$ cat src/rtl/cbm_pkg.sv
// Shared types, register indexes and decode constants for the cartridge bank mapper.
// Used by every module of the mapper and by its checker; depends on nothing else.
`timescale 1ns / 1ps

package cbm_pkg;

   // Request word: command, bus address and written byte.
   typedef struct packed {
      logic [2:0]  cmd;
      logic [15:0] address;
      logic [7:0]  data;
   } cbm_req_type;

   // Response word: translated address, interrupt level and mirroring select.
   typedef struct packed {
      logic [24:0] mapped_address;
      logic        irq;
      logic        mirror;
   } cbm_rsp_type;

   // Sixteen byte-wide registers, indexed by a 4-bit register number.
   typedef logic [15:0][7:0] cbm_regfile_type;

   // Status that follows from the word being retired this cycle.
   typedef struct packed {
      logic irq_next;
      logic mirror_next;
   } cbm_status_type;

   // Command codes.
   localparam logic [2:0] CMD_WR_EXT  = 3'd0;
   localparam logic [2:0] CMD_WR_PPU  = 3'd1;
   localparam logic [2:0] CMD_WR_BANK = 3'd2;
   localparam logic [2:0] CMD_TICK    = 3'd3;
   localparam logic [2:0] CMD_PRG     = 3'd4;
   localparam logic [2:0] CMD_CHR     = 3'd5;

   // CPU-side register indexes.
   localparam logic [3:0] CPU_OUTER    = 4'h0;
   localparam logic [3:0] CPU_LATCH    = 4'h1;
   localparam logic [3:0] CPU_BANK_CMD = 4'h5;
   localparam logic [3:0] CPU_MIRROR   = 4'h6;
   localparam logic [3:0] CPU_PRG0     = 4'h7;
   localparam logic [3:0] CPU_PRG1     = 4'h8;
   localparam logic [3:0] CPU_PRG2     = 4'h9;
   localparam logic [3:0] CPU_PRG_BASE = 4'ha;
   localparam logic [3:0] CPU_PRG_MODE = 4'hb;

   // PPU-side register indexes.
   localparam logic [3:0] PPU_CHR0      = 4'h6;
   localparam logic [3:0] PPU_CHR1      = 4'h7;
   localparam logic [3:0] PPU_CHR_OUTER = 4'h8;
   localparam logic [3:0] PPU_CHR_BASE  = 4'ha;
   localparam logic [3:0] PPU_CHR_FIRST = 4'h2;

   // Offsets with side effects in the extended window.
   localparam logic [3:0] EXT_LATCH   = 4'h1;
   localparam logic [3:0] EXT_RELOAD  = 4'h2;
   localparam logic [3:0] EXT_IRQ_OFF = 4'h3;
   localparam logic [3:0] EXT_IRQ_ON  = 4'h4;

   // Bank window decode: address bits 15:13 and 0.
   localparam logic [15:0] WIN_DECODE      = 16'he001;
   localparam logic [15:0] WIN_BANK_SELECT = 16'h8000;
   localparam logic [15:0] WIN_BANK_DATA   = 16'h8001;
   localparam logic [15:0] WIN_MIRROR      = 16'ha000;
   localparam logic [15:0] WIN_IRQ_LATCH   = 16'hc000;
   localparam logic [15:0] WIN_IRQ_RELOAD  = 16'hc001;
   localparam logic [15:0] WIN_IRQ_DISABLE = 16'he000;
   localparam logic [15:0] WIN_IRQ_ENABLE  = 16'he001;

   localparam logic [7:0] LATCH_MASK     = 8'hfe;
   localparam logic [7:0] BANK_CMD_KEEP  = 8'h38;
   localparam logic [7:0] BANK_CMD_TAKE  = 8'hc7;
   localparam logic [7:0] PRG_MASK_BASE  = 8'h3f;
   localparam logic [7:0] PRG_FIXED_BANK = 8'hfe;
   localparam logic [7:0] PRG_LAST_BANK  = 8'hff;
   localparam logic [2:0] PRG_MODE_FULL  = 3'd7;

   // Right shift applied to the pattern bank mask for each size code.
   function automatic logic [2:0] chr_shift(input logic [2:0] code);
      logic [2:0] sh;
      case (code)
         3'd1:    sh = 3'd1;
         3'd2:    sh = 3'd2;
         3'd4:    sh = 3'd3;
         3'd5:    sh = 3'd4;
         3'd6:    sh = 3'd5;
         default: sh = 3'd0;
      endcase
      return sh;
   endfunction

   // PPU-side register that a bank data write reaches for selectors below six.
   function automatic logic [3:0] ppu_dest(input logic [2:0] sel);
      logic [3:0] idx;
      case (sel)
         3'd0:    idx = 4'h6;
         3'd1:    idx = 4'h7;
         3'd2:    idx = 4'h2;
         3'd3:    idx = 4'h3;
         3'd4:    idx = 4'h4;
         default: idx = 4'h5;
      endcase
      return idx;
   endfunction

endpackage

$ cat src/rtl/cartridge_bank_mapper_with_irq.sv
// Top level of the cartridge bank mapper with scanline interrupt.
// Instantiates cbm_state and cbm_xlate; depends on cbm_pkg.
`timescale 1ns / 1ps
//
// Usage
// -----
// The request channel (req_valid, req_ready, req_word) carries one word per item:
// a register write in one of three windows, a scanline tick, or a program or
// pattern translation. The response channel (rsp_valid, rsp_ready, rsp_word)
// returns exactly one word per request, in order: the translated address (zero
// for anything but an in-range translation), the interrupt level and the
// mirroring select as they stand after that request.
// The csr port writes the program slot swap bit whenever csr_we is high.
// A request is captured in an input register and, once the output register can
// take a word, retired by one pass of combinational logic that also updates the
// register files and counter; its response sits in an output register. Throughput
// is one word per cycle without receiver stalls, set by that single retire stage.
// Reset clears all mapper registers, the counter, the interrupt state and both
// pipeline stages. When the receiver stalls, the response register holds its
// word, one further request waits in the input register, and req_ready drops.

module cartridge_bank_mapper_with_irq (
   input  logic                 clock,
   input  logic                 reset,
   input  logic                 req_valid,
   output logic                 req_ready,
   input  cbm_pkg::cbm_req_type req_word,
   output logic                 rsp_valid,
   input  logic                 rsp_ready,
   output cbm_pkg::cbm_rsp_type rsp_word,
   input  logic                 csr_we,
   input  logic                 csr_wdata
);

   logic                     in_valid_ff;
   cbm_pkg::cbm_req_type     in_word_ff;
   logic                     out_valid_ff;
   cbm_pkg::cbm_rsp_type     out_word_ff, out_word_in;
   logic                     swap_ff;
   logic                     advance;
   cbm_pkg::cbm_regfile_type cpu_regs, ppu_regs;
   cbm_pkg::cbm_status_type  status;
   logic [24:0]              mapped;

   assign advance   = in_valid_ff && (!out_valid_ff || rsp_ready);
   assign req_ready = !in_valid_ff || advance;

   always_ff @(posedge clock) begin
      if (reset) begin
         in_valid_ff  <= 1'b0;
         out_valid_ff <= 1'b0;
         swap_ff      <= 1'b0;
      end else begin
         if (req_ready) begin
            in_valid_ff <= req_valid;
         end
         if (advance) begin
            out_valid_ff <= 1'b1;
         end else if (rsp_ready) begin
            out_valid_ff <= 1'b0;
         end
         if (csr_we) begin
            swap_ff <= csr_wdata;
         end
      end
   end

   always_ff @(posedge clock) begin
      if (req_ready && req_valid) begin
         in_word_ff <= req_word;
      end
      if (advance) begin
         out_word_ff <= out_word_in;
      end
   end

   cbm_state u_state (
      .clock    (clock),
      .reset    (reset),
      .go       (advance),
      .word     (in_word_ff),
      .cpu_regs (cpu_regs),
      .ppu_regs (ppu_regs),
      .status   (status)
   );

   cbm_xlate u_xlate (
      .word           (in_word_ff),
      .cpu_regs       (cpu_regs),
      .ppu_regs       (ppu_regs),
      .swap_prg       (swap_ff),
      .mapped_address (mapped)
   );

   always_comb begin
      out_word_in.mapped_address = mapped;
      out_word_in.irq            = status.irq_next;
      out_word_in.mirror         = status.mirror_next;
   end

   assign rsp_valid = out_valid_ff;
   assign rsp_word  = out_word_ff;

endmodule

$ cat src/rtl/cbm_state.sv
// Register files, scanline counter and interrupt state of the bank mapper.
// Retires one request word per enabled cycle; depends on cbm_pkg.
`timescale 1ns / 1ps

module cbm_state (
   input  logic                     clock,
   input  logic                     reset,
   input  logic                     go,
   input  cbm_pkg::cbm_req_type     word,
   output cbm_pkg::cbm_regfile_type cpu_regs,
   output cbm_pkg::cbm_regfile_type ppu_regs,
   output cbm_pkg::cbm_status_type  status
);

   cbm_pkg::cbm_regfile_type cpu_ff;
   cbm_pkg::cbm_regfile_type ppu_ff;
   logic [7:0] count_ff, count_in;
   logic       reload_ff, reload_in;
   logic       enabled_ff, enabled_in;
   logic       pending_ff, pending_in;

   logic       cpu_we, ppu_we;
   logic [3:0] cpu_waddr, ppu_waddr;
   logic [7:0] cpu_wdata, ppu_wdata;
   logic [2:0] sel;

   assign sel = cpu_ff[cbm_pkg::CPU_BANK_CMD][2:0];

   always_comb begin
      cpu_we     = 1'b0;
      cpu_waddr  = word.address[3:0];
      cpu_wdata  = word.data;
      ppu_we     = 1'b0;
      ppu_waddr  = word.address[3:0];
      ppu_wdata  = word.data;
      count_in   = count_ff;
      reload_in  = reload_ff;
      enabled_in = enabled_ff;
      pending_in = pending_ff;
      if (go) begin
         case (word.cmd)
            cbm_pkg::CMD_WR_EXT: begin
               case (word.address[3:0])
                  cbm_pkg::EXT_LATCH: begin
                     cpu_we    = 1'b1;
                     cpu_wdata = word.data & cbm_pkg::LATCH_MASK;
                  end
                  cbm_pkg::EXT_RELOAD: begin
                     reload_in = 1'b1;
                  end
                  cbm_pkg::EXT_IRQ_OFF: begin
                     enabled_in = 1'b0;
                     pending_in = 1'b0;
                  end
                  cbm_pkg::EXT_IRQ_ON: begin
                     enabled_in = 1'b1;
                  end
                  default: begin
                     cpu_we = 1'b1;
                  end
               endcase
            end
            cbm_pkg::CMD_WR_PPU: begin
               ppu_we = 1'b1;
            end
            cbm_pkg::CMD_WR_BANK: begin
               case (word.address & cbm_pkg::WIN_DECODE)
                  cbm_pkg::WIN_BANK_SELECT: begin
                     cpu_we    = 1'b1;
                     cpu_waddr = cbm_pkg::CPU_BANK_CMD;
                     cpu_wdata = (cpu_ff[cbm_pkg::CPU_BANK_CMD] & cbm_pkg::BANK_CMD_KEEP)
                               | (word.data & cbm_pkg::BANK_CMD_TAKE);
                  end
                  cbm_pkg::WIN_BANK_DATA: begin
                     if (sel < 3'd6) begin
                        ppu_we    = 1'b1;
                        ppu_waddr = cbm_pkg::ppu_dest(sel);
                     end else begin
                        cpu_we    = 1'b1;
                        cpu_waddr = sel[0] ? cbm_pkg::CPU_PRG1 : cbm_pkg::CPU_PRG0;
                     end
                  end
                  cbm_pkg::WIN_MIRROR: begin
                     cpu_we    = 1'b1;
                     cpu_waddr = cbm_pkg::CPU_MIRROR;
                  end
                  cbm_pkg::WIN_IRQ_LATCH: begin
                     cpu_we    = 1'b1;
                     cpu_waddr = cbm_pkg::CPU_LATCH;
                     cpu_wdata = word.data & cbm_pkg::LATCH_MASK;
                  end
                  cbm_pkg::WIN_IRQ_RELOAD: begin
                     reload_in = 1'b1;
                  end
                  cbm_pkg::WIN_IRQ_DISABLE: begin
                     enabled_in = 1'b0;
                     pending_in = 1'b0;
                  end
                  cbm_pkg::WIN_IRQ_ENABLE: begin
                     enabled_in = 1'b1;
                  end
                  default: begin
                  end
               endcase
            end
            cbm_pkg::CMD_TICK: begin
               if (count_ff == 8'd0 || reload_ff) begin
                  count_in  = cpu_ff[cbm_pkg::CPU_LATCH];
                  reload_in = 1'b0;
               end else begin
                  count_in = count_ff - 8'd1;
               end
               // Only a tick that takes a nonzero count to zero, by decrement or by reload, raises the interrupt.
               if (count_ff != 8'd0 && count_in == 8'd0 && enabled_ff) begin
                  pending_in = 1'b1;
               end
            end
            default: begin
            end
         endcase
      end
   end

   always_ff @(posedge clock) begin
      if (reset) begin
         cpu_ff     <= '0;
         ppu_ff     <= '0;
         count_ff   <= '0;
         reload_ff  <= 1'b0;
         enabled_ff <= 1'b0;
         pending_ff <= 1'b0;
      end else begin
         if (cpu_we) begin
            cpu_ff[cpu_waddr] <= cpu_wdata;
         end
         if (ppu_we) begin
            ppu_ff[ppu_waddr] <= ppu_wdata;
         end
         count_ff   <= count_in;
         reload_ff  <= reload_in;
         enabled_ff <= enabled_in;
         pending_ff <= pending_in;
      end
   end

   assign cpu_regs = cpu_ff;
   assign ppu_regs = ppu_ff;

   always_comb begin
      status.irq_next    = pending_in;
      status.mirror_next = ~((cpu_we && cpu_waddr == cbm_pkg::CPU_MIRROR) ?
                             cpu_wdata[0] : cpu_ff[cbm_pkg::CPU_MIRROR][0]);
   end

endmodule

$ cat src/rtl/cbm_xlate.sv
// Program and pattern address translation of the bank mapper.
// Purely combinational from the current register files; depends on cbm_pkg.
`timescale 1ns / 1ps

module cbm_xlate (
   input  cbm_pkg::cbm_req_type     word,
   input  cbm_pkg::cbm_regfile_type cpu_regs,
   input  cbm_pkg::cbm_regfile_type ppu_regs,
   input  logic                     swap_prg,
   output logic [24:0]              mapped_address
);

   logic [15:0] a;
   logic [2:0]  prg_mode;
   logic [7:0]  prg_mask, prg_bank;
   logic [11:0] prg_block;
   logic [1:0]  prg_slot;
   logic [24:0] prg_addr;

   logic [7:0]  chr_mask, chr_bank;
   logic [14:0] chr_block;
   logic [2:0]  chr_slot;
   logic [3:0]  chr_idx;
   logic [24:0] chr_addr;

   assign a = word.address;

   // Program space: four 8 KiB slots; bank command bit 6 trades slots 0 and 2 for A13 low.
   always_comb begin
      prg_mode  = cpu_regs[cbm_pkg::CPU_PRG_MODE][2:0];
      prg_mask  = (prg_mode == cbm_pkg::PRG_MODE_FULL) ? 8'hff
                                                       : (cbm_pkg::PRG_MASK_BASE >> prg_mode);
      prg_block = {cpu_regs[cbm_pkg::CPU_OUTER][7:4],
                   cpu_regs[cbm_pkg::CPU_PRG_BASE] & ~prg_mask};
      prg_slot  = {a[14] ^ (cpu_regs[cbm_pkg::CPU_BANK_CMD][6] & ~a[13]), a[13]};
      case (prg_slot)
         2'd0:    prg_bank = swap_prg ? cpu_regs[cbm_pkg::CPU_PRG1]
                                      : cpu_regs[cbm_pkg::CPU_PRG0];
         2'd1:    prg_bank = swap_prg ? cpu_regs[cbm_pkg::CPU_PRG0]
                                      : cpu_regs[cbm_pkg::CPU_PRG1];
         2'd2:    prg_bank = cpu_regs[cbm_pkg::CPU_PRG_MODE][6] ? cpu_regs[cbm_pkg::CPU_PRG2]
                                                                : cbm_pkg::PRG_FIXED_BANK;
         default: prg_bank = cbm_pkg::PRG_LAST_BANK;
      endcase
      prg_addr = a[15] ? {prg_block | {4'h0, prg_bank & prg_mask}, a[12:0]} : '0;
   end

   // Pattern space: eight 1 KiB slots, the first four paired from two registers.
   always_comb begin
      chr_mask  = 8'hff >> cbm_pkg::chr_shift(ppu_regs[cbm_pkg::PPU_CHR_BASE][2:0]);
      chr_block = {cpu_regs[cbm_pkg::CPU_OUTER][3:0],
                   ppu_regs[cbm_pkg::PPU_CHR_OUTER][6:4],
                   ppu_regs[cbm_pkg::PPU_CHR_BASE] & ~chr_mask};
      chr_slot  = {a[12] ^ cpu_regs[cbm_pkg::CPU_BANK_CMD][7], a[11:10]};
      chr_idx   = {1'b0, chr_slot} - 4'd4 + cbm_pkg::PPU_CHR_FIRST;
      case (chr_slot)
         3'd0:    chr_bank = ppu_regs[cbm_pkg::PPU_CHR0] & 8'hfe;
         3'd1:    chr_bank = ppu_regs[cbm_pkg::PPU_CHR0] | 8'h01;
         3'd2:    chr_bank = ppu_regs[cbm_pkg::PPU_CHR1] & 8'hfe;
         3'd3:    chr_bank = ppu_regs[cbm_pkg::PPU_CHR1] | 8'h01;
         default: chr_bank = ppu_regs[chr_idx];
      endcase
      chr_addr = (a[15:13] == 3'd0) ? {chr_block | {7'h00, chr_bank & chr_mask}, a[9:0]} : '0;
   end

   always_comb begin
      case (word.cmd)
         cbm_pkg::CMD_PRG: mapped_address = prg_addr;
         cbm_pkg::CMD_CHR: mapped_address = chr_addr;
         default:          mapped_address = '0;
      endcase
   end

endmodule

$ cat config.mk
export PLATFORM = sky130hd
export DESIGN_NAME = cartridge_bank_mapper_with_irq
export DESIGN_NICKNAME = d
export VERILOG_FILES = /design/src/rtl/cbm_pkg.sv /design/src/rtl/cartridge_bank_mapper_with_irq.sv /design/src/rtl/cbm_state.sv /design/src/rtl/cbm_xlate.sv
export SDC_FILE = /design/constraint.sdc
export NUM_CORES = 1
export LEC_CHECK = 0
export ABC_AREA = 1
export BUFFER_PORTS_ARGS = -buffer_cell sky130_fd_sc_hd__buf_2
export CAP_MARGIN = 20
export CORE_MARGIN = 1.5
export CORE_UTILIZATION = 62
export CTS_CLUSTER_SIZE = 12
export DETAILED_ROUTE_END_ITERATION = 7
export PLACE_DENSITY = 0.8
export SLEW_MARGIN = 20
export SYNTH_ARGS = -nofsm -noshare
export SYNTH_HDL_FRONTEND = slang
export SYNTH_SLANG_ARGS = --single-unit
$ cat constraint.sdc
create_clock -name clock -period 3.1 [get_ports clock]
set_clock_uncertainty 0.2 [all_clocks]
set_input_delay 0.155 -clock clock [delete_from_list [all_inputs] [get_ports clock]]
set_output_delay 0.155 -clock clock [all_outputs]
set_load 0.1 [all_outputs]
== Word-level counts from Yosys, hierarchy flattened ==
Cells that the tools add are included.
Cells by class
  multipliers: 0
  multiplexer cells: 59
  add/sub/neg operators: 3
  order comparisons: 6
  bitwise gates (word level): 14
  shifts and indexed selects: 2
  reductions and logical operators: 28
  equality and inequality tests: 37
  div/mod/pow operators: 0
Operators by type and width (count)
  128-bit bitwise mux: 2
  8-bit 2-to-1 mux: 11
  8-bit demux with 4-bit select: 2
  25-bit 2-to-1 mux: 2
  25-bit case mux with 2 select lines: 1
  8-bit AND: 4
  8-bit binary-select mux with 4-bit select: 1
  4-bit 2-to-1 mux: 8
  8-bit case mux with 2 select lines: 2
  8-bit case mux with 4 select lines: 1
  3-bit case mux with 5 select lines: 2
  4-bit == test (second input constant): 7
  8-bit case mux with 3 select lines: 1
  3-bit by 2-bit == test with 1-bit output (second input constant): 7
  3-bit == test (second input constant): 7
  1-bit 2-to-1 mux: 17
  8-bit zero test: 2
  8-bit inverter: 2
  4-bit case mux with 4 select lines: 1
  4-bit by 5-bit less-than comparator with 1-bit output (second input constant): 3
  15-bit by 8-bit OR with 15-bit output: 1
  3-bit by 1-bit == test with 1-bit output (second input constant): 4
  3-bit zero test: 4
  12-bit by 8-bit OR with 12-bit output: 1
  other kinds (32): 56
Storage, ports and cells
  register bits after elaboration: 324
  latch bits: 0
  bits in writable memories: 0
  logic and storage cells: 194
  memory bits (read-only): 0
  output and inout port bits: 29
  memories kept: 0
  bits of input ports: 33

== Longest topological paths before layout ==
  word-level depth: 11
  gate-level depth with buffers: 15
  depth with buffers taken out: 13

== Hierarchy ==
Synthesis repeated with hierarchy kept, for this count alone.
Unflattened totals
  cell total of the unflattened synthesis: 2270
  area, all modules: 15289.7 um^2
Modules (own cells, without submodules)
  cbm_state: cells an instance 1620, seq. area each 5345.1 um^2, area each 11029.3 um^2, instances 1
  cbm_xlate: cells an instance 579, seq. area each 0.0 um^2, area each 2511.2 um^2, instances 1
  cartridge_bank_mapper_with_irq: cells an instance 71, seq. area each 1681.6 um^2, area each 1749.2 um^2, instances 1

== Worst setup path after synthesis ==
No wires, ideal clock.
  kind: flip-flop to flip-flop
  from: register out_valid_ff (netlist: rsp_valid)
  to: register u_state.ppu_ff, in the netlist u_state.ppu_regs[120]
  arrival time: 3.047 ns
  setup slack: -0.260 ns
  required time: 2.787 ns
  clock period less this slack: 3.360 ns
  setup time: 0.113 ns
  path buffers: 1
  stages on the path, launching flop included: 11
  cells stage by stage: dfxtp_1 nand2_1 nand2_2 clkinv_1 nand4_1 inv_1 nand2_4 nor2_4 buf_4 nor2_1 nor2_1
Between the ends
  cells in the longest elaborated chain, start to end: 9
  elaborated cells on any way between the ends: 11
  those cells by class: order compare (2); mux (5); reduce/logical (4)
RTL lines
  start: declaration: RTL line cartridge_bank_mapper_with_irq.sv:37  | logic out_valid_ff;
  start signal: assignment: RTL line cartridge_bank_mapper_with_irq.sv:51  | out_valid_ff <= 1'b0;
  start signal: assignment: RTL line cartridge_bank_mapper_with_irq.sv:58  | out_valid_ff <= 1'b1;
  start signal: assignment: RTL line cartridge_bank_mapper_with_irq.sv:60  | out_valid_ff <= 1'b0;
  1-bit zero test (*): RTL line cartridge_bank_mapper_with_irq.sv:45  | assign advance = in_valid_ff && (!out_valid_ff || rsp_ready);
  1-bit logical OR (*): RTL line cartridge_bank_mapper_with_irq.sv:45
  1-bit logical AND (*): RTL line cartridge_bank_mapper_with_irq.sv:45
  named net advance: RTL line cartridge_bank_mapper_with_irq.sv:40  | logic advance;
  4-bit 2-to-1 mux: RTL line cbm_state.sv:40  | if (go) begin
  4-bit by 5-bit less-than comparator with 1-bit output (not written as such) or 4-bit by 1-bit >= comparator with 1-bit output (tied branches): RTL line cbm_state.sv:137  | ppu_ff[ppu_waddr] <= ppu_wdata;
  1-bit logical AND (not written as such): RTL line cbm_state.sv:137
  8-bit 2-to-1 mux (not written as such): RTL line cbm_state.sv:137
  8-bit demux with 4-bit select
  128-bit bitwise mux: RTL line cbm_state.sv:137
  end signal: indexed assignment: RTL line cbm_state.sv:137
  end: declaration: RTL line cbm_state.sv:16  | cbm_pkg::cbm_regfile_type ppu_ff;
The timed path passes the listed nets; every way through them passes the cells marked *.
A chain may end at the register's enable or synchronous reset.

== Final worst setup path ==
  from: register in_word_ff[19] in the netlist's numbering
  to: register out_word_ff, in the netlist rsp_word[13] (data pin)
Between the ends
  cells in the longest elaborated chain, start to end: 9
  elaborated cells on any way between the ends: 14
  those cells by class: add/sub (2); eq/ne (3); mux (6); bitwise (2); reduce/logical (1)
RTL lines
  start: declaration: RTL line cartridge_bank_mapper_with_irq.sv:36  | cbm_pkg::cbm_req_type in_word_ff;
  start signal: assignment: RTL line cartridge_bank_mapper_with_irq.sv:70  | in_word_ff <= req_word;
  3-bit by 3-bit subtractor with 4-bit output: RTL line cbm_xlate.sv:55  | chr_idx = {1'b0, chr_slot} - 4'd4 + cbm_pkg::PPU_CHR_FIRST;
  4-bit by 2-bit adder with 4-bit output: RTL line cbm_xlate.sv:55
  8-bit binary-select mux with 4-bit select: RTL line cbm_xlate.sv:61  | default: chr_bank = ppu_regs[chr_idx];
  8-bit 2-to-1 mux (not written as such): RTL line cbm_xlate.sv:61
  8-bit case mux with 4 select lines: RTL line cbm_xlate.sv:56  | case (chr_slot)
  8-bit AND: RTL line cbm_xlate.sv:63  | chr_addr = (a[15:13] == 3'd0) ? {chr_block | {7'h00, chr_bank & chr_mask}, a[9:0]} : '0;
  15-bit by 8-bit OR with 15-bit output: RTL line cbm_xlate.sv:63
  25-bit 2-to-1 mux: RTL line cbm_xlate.sv:63
  25-bit case mux with 2 select lines (*): RTL line cbm_xlate.sv:67  | case (word.cmd)
  end signal: assignment: RTL line cartridge_bank_mapper_with_irq.sv:73  | out_word_ff <= out_word_in;
  end: declaration: RTL line cartridge_bank_mapper_with_irq.sv:38  | cbm_pkg::cbm_rsp_type out_word_ff, out_word_in;
Every way passes the cells marked *; elsewhere a longest branch is shown, timed or not. The select of a mux whose other input is x is not followed.

==> impl_metrics.toml <==
[routing]
route.vias.total = 12280
postRouteWirelength_mm = 37.1
routed_wirelength_normalized_by_instance_count_um = 16.7
avgViaCountPerCell = 5.53
final_ant_viol_nets = 0
first_iter_violations = 1199
detailedRoute.firstPassIterationCount = 6
drt_drc_violations_left = 0

[cts]
cts.htree.levels = 1
cts_repair_resize_count = 0
worst_setup_hold_path_clk_slew_ns = 0.06
cts_root_buf = "sky130_fd_sc_hd__clkbuf_16"
cts.sink_count = 257
tritoncts = "built"
cts_made_buffers = 27
clock_latency_ns = 0.54
ctsHoldBuffers = 36
cts_setup_buffers = 0
cts_buffer_depth = 3

[cells_and_area]
drive_gt1_frac = 0.109
fin_util = 0.719
signed_area_change_from_the_synthesized_netlist_to_the_final_layout_pct = 13.6
final_non_filler_cells = 2220
layout.nets = 1966
n_antenna_cell = 0

[power]
leakagePower_nw = 6.28
vdd.ir_drop.worst_uv = 458
total_power_mw = 7.53
pwr_density_cell_nw_per_um2 = 517

[timing]
upper_clock_frequency_limit_mhz = 380
fin_tns_setup_ns = 0
hold_slack_ns = 0.130
final.period_utilization = 0.848
finalHoldViolCount = 0
grt_setup_unrepaired = "false"
timing.slew.headroom = 0.455
transition_time_of_the_tightest_slew_check_pin_ns = 0.812
maxSlewViolCount = 0
final.min_clock_period_ns = 2.63
setup_viol = 0

[critical_path]
critical_path.n_buffers_inverters = 2
setup.worst_path.end = "rsp_word[13]$_SDFFCE_PN0P_"
critical_path_class = "reg2reg"
startpoint_type = "flip-flop"
timing.critical_path.slowest_stage_cell = "sky130_fd_sc_hd__nand2_1"
crit_chain = "buf_4 > nand2_1 > inv_1 > nand2_1 > nand4_1 > o211ai_1 > nand2_1 > nand2_1 > nand2_1 > o21ai_0"
cp.arrival_ns = 2.70
worstSetupEndpointType = "flip-flop"
rr_startpoint = "in_word_ff[19]$_DFFE_PP_"
worst_ep_required_time_ns = 3.17
timing.critical_path.max_delay_family = "simple AND/OR/NAND/NOR gates"
path_max_fanout = 26
ff2ff_path_depth = 10
delay_contributed_by_the_slowest_stage_of_the_critical_path_ns = 0.42
cp-startpoint = "in_word_ff[19]$_DFFE_PP_"
critical_path.reg2reg.endpoint = "rsp_word[13]$_SDFFCE_PN0P_"
ff2ff_setup_slack_ns = 0.47
timing.critical_path.depth = 10
worst_path_most_repeated_cell = "sky130_fd_sc_hd__nand2_1"

[floorplanning]
floorplan.rows = 52
dieArea_sq_um = 21500
design.core.area_sq_um = 20200
fp.dieH_um = 147
die_width_um = 147
io-pin-count = 62
initial_standard_cell_utilization_of_the_core = 0.633

[outcome]
run_status = "completed"

[hold_path]
hp-start = "req_word[17]"
hold_path_depth = 2
holdCritPathClass = "in2reg"

[synth]
synth.ff_latch_count = 257
synth.cell_area_sq_um = 12800
synth.area.top_cells = "sky130_fd_sc_hd__dfxtp_1, sky130_fd_sc_hd__nand2_1, sky130_fd_sc_hd__nor2_1"
yosys.area.top_type = "sky130_fd_sc_hd__dfxtp_1"
synthDistinctLibCells = 45
postSynthNetCount = 1883
synth-edff-count = 54
postSynthCellCount = 1847
synthFlopType = "sky130_fd_sc_hd__dfxtp_1"
synth-seq-area-share = 0.444
synth_largest_type_area_fraction = 0.317
synth.yosys.warnings = 0
mean_cell_area_of_the_mapped_netlist_sq_um = 6.94
async_flop_share = 0

[run]
number_of_max_capacitance_violations_reported = 0

[placed_design]
portBuffers = 61
inst_count_dp = 2135
hpwl_mm = 24.5
place.gp.congestion = 0.957

[grt]
global_route.usage.total = 0.346
grt_start_max_net_pins = 59
initial_antenna_violation_count = 0
wire_length_of_the_first_global_routing_pass_mm = 59.6
grt.overflow.total = 0
grt_pass1_vias = 11611
## cell usage after synthesis (3+ instances only)
cell type,instances
sky130_fd_sc_hd__o211ai_1,12
sky130_fd_sc_hd__edfxtp_1,54
sky130_fd_sc_hd__buf_6,11
sky130_fd_sc_hd__or2_2,5
sky130_fd_sc_hd__nand3_1,102
sky130_fd_sc_hd__a22o_1,4
sky130_fd_sc_hd__buf_1,26
sky130_fd_sc_hd__buf_4,10
sky130_fd_sc_hd__clkinv_1,7
sky130_fd_sc_hd__inv_1,116
sky130_fd_sc_hd__clkbuf_1,26
sky130_fd_sc_hd__nand2_4,12
sky130_fd_sc_hd__nand2_2,10
sky130_fd_sc_hd__buf_2,7
sky130_fd_sc_hd__o21ai_0,68
sky130_fd_sc_hd__o21a_1,6
sky130_fd_sc_hd__nor2_8,8
sky130_fd_sc_hd__nor3_1,7
sky130_fd_sc_hd__o22ai_1,4
sky130_fd_sc_hd__nor2_2,5
sky130_fd_sc_hd__a21oi_1,40
sky130_fd_sc_hd__nand3_4,5
sky130_fd_sc_hd__nor2_1,495
sky130_fd_sc_hd__nand4_1,12
sky130_fd_sc_hd__dfxtp_1,203
sky130_fd_sc_hd__nor2_4,15
sky130_fd_sc_hd__ha_1,3
sky130_fd_sc_hd__inv_2,9
sky130_fd_sc_hd__nand2_1,531
sky130_fd_sc_hd__o2111ai_1,14
## report_power, final
part	internal (mW)	total (mW)	switching (mW)	leakage (nW)
clock	1.84	3.17	1.33	0.418
combinational	0.235	0.858	0.623	3.72
sequential	3.47	3.50	0.0346	2.15
total	5.54	7.53	1.98	6.28
## layout make-up
cell class / count / area, sq um
clock buffers: 44 / 801
clock inverters: 5 / 53.8
fillers: 1658 / 5690
inverters: 133 / 504
multi-input cells: 1377 / 6200
flip-flops and latches: 257 / 5690
well taps: 270 / 338
repair buffers: 134 / 968
## per-stage QoR
stage	cell area [sq um]	worst slack [ns]
floorplan	12800	0.0887
global placement	13300	0.613
detailed placement	13300	0.593
CTS	14500	0.571
global route	14500	0.342
finish	14500	0.471
## cell usage in the layout (no fill, tap or decap), drive strengths merged, types with 42 or more instances in the layout
cell	count
o21ai	70
nor2	523
nand2	553
dfxtp	203
buf	98
a21oi	42
inv	127
edfxtp	54
nand3	109
clkbuf	44
## state kept, by name (all words and copies together), names as in the netlist
name                count
u_state.enabled_ff      1
u_state.pending_ff      1
rsp_word               27
u_state.reload_ff       1
swap_ff                 1
u_state.count_ff        8
u_state.cpu_regs       61
rsp_valid               1
in_word_ff             27
u_state.ppu_regs      128
in_valid_ff             1
## routing by layer
metal / vias up / part of all wire / global-route usage
li1: 5976 / - / -
met1: 5654 / 0.40 / 0.434
met2: 515 / 0.48 / 0.579
met3: 135 / 0.075 / 0.0553
met4: 0 / 0.047 / 0.177
met5: - / 0 / 0
## kinds of logic (layout without fill, tap and decap cells)
kind of cell               Yosys count  count (layout)  share of synthesized area
and+or+nand+nor                   1212            1212                      0.405
DFF                                257             257                      0.444
buffers and inverters              213             316                     0.0727
AOI/OAI and AO/OA                  161             161                     0.0748
adders and majority gates            3               3                    0.00293
xor gates and xnor gates             1               1                   0.000684
## worst min-delay path by stage
stage / to / slack (ns)
6_report: in_word_ff[17]$_DFFE_PP_ / 0.13
5_1_grt: in_word_ff[7]$_DFFE_PP_ / 0.13
4_1_cts: in_word_ff[21]$_DFFE_PP_ / 0.12
3_5_place_dp: in_word_ff[14]$_DFFE_PP_ / 0.13
3_3_place_gp: in_word_ff[15]$_DFFE_PP_ / 0.13
2_1_floorplan: in_word_ff[0]$_DFFE_PP_ / 0.05
(Power assumes the default switching activity.)
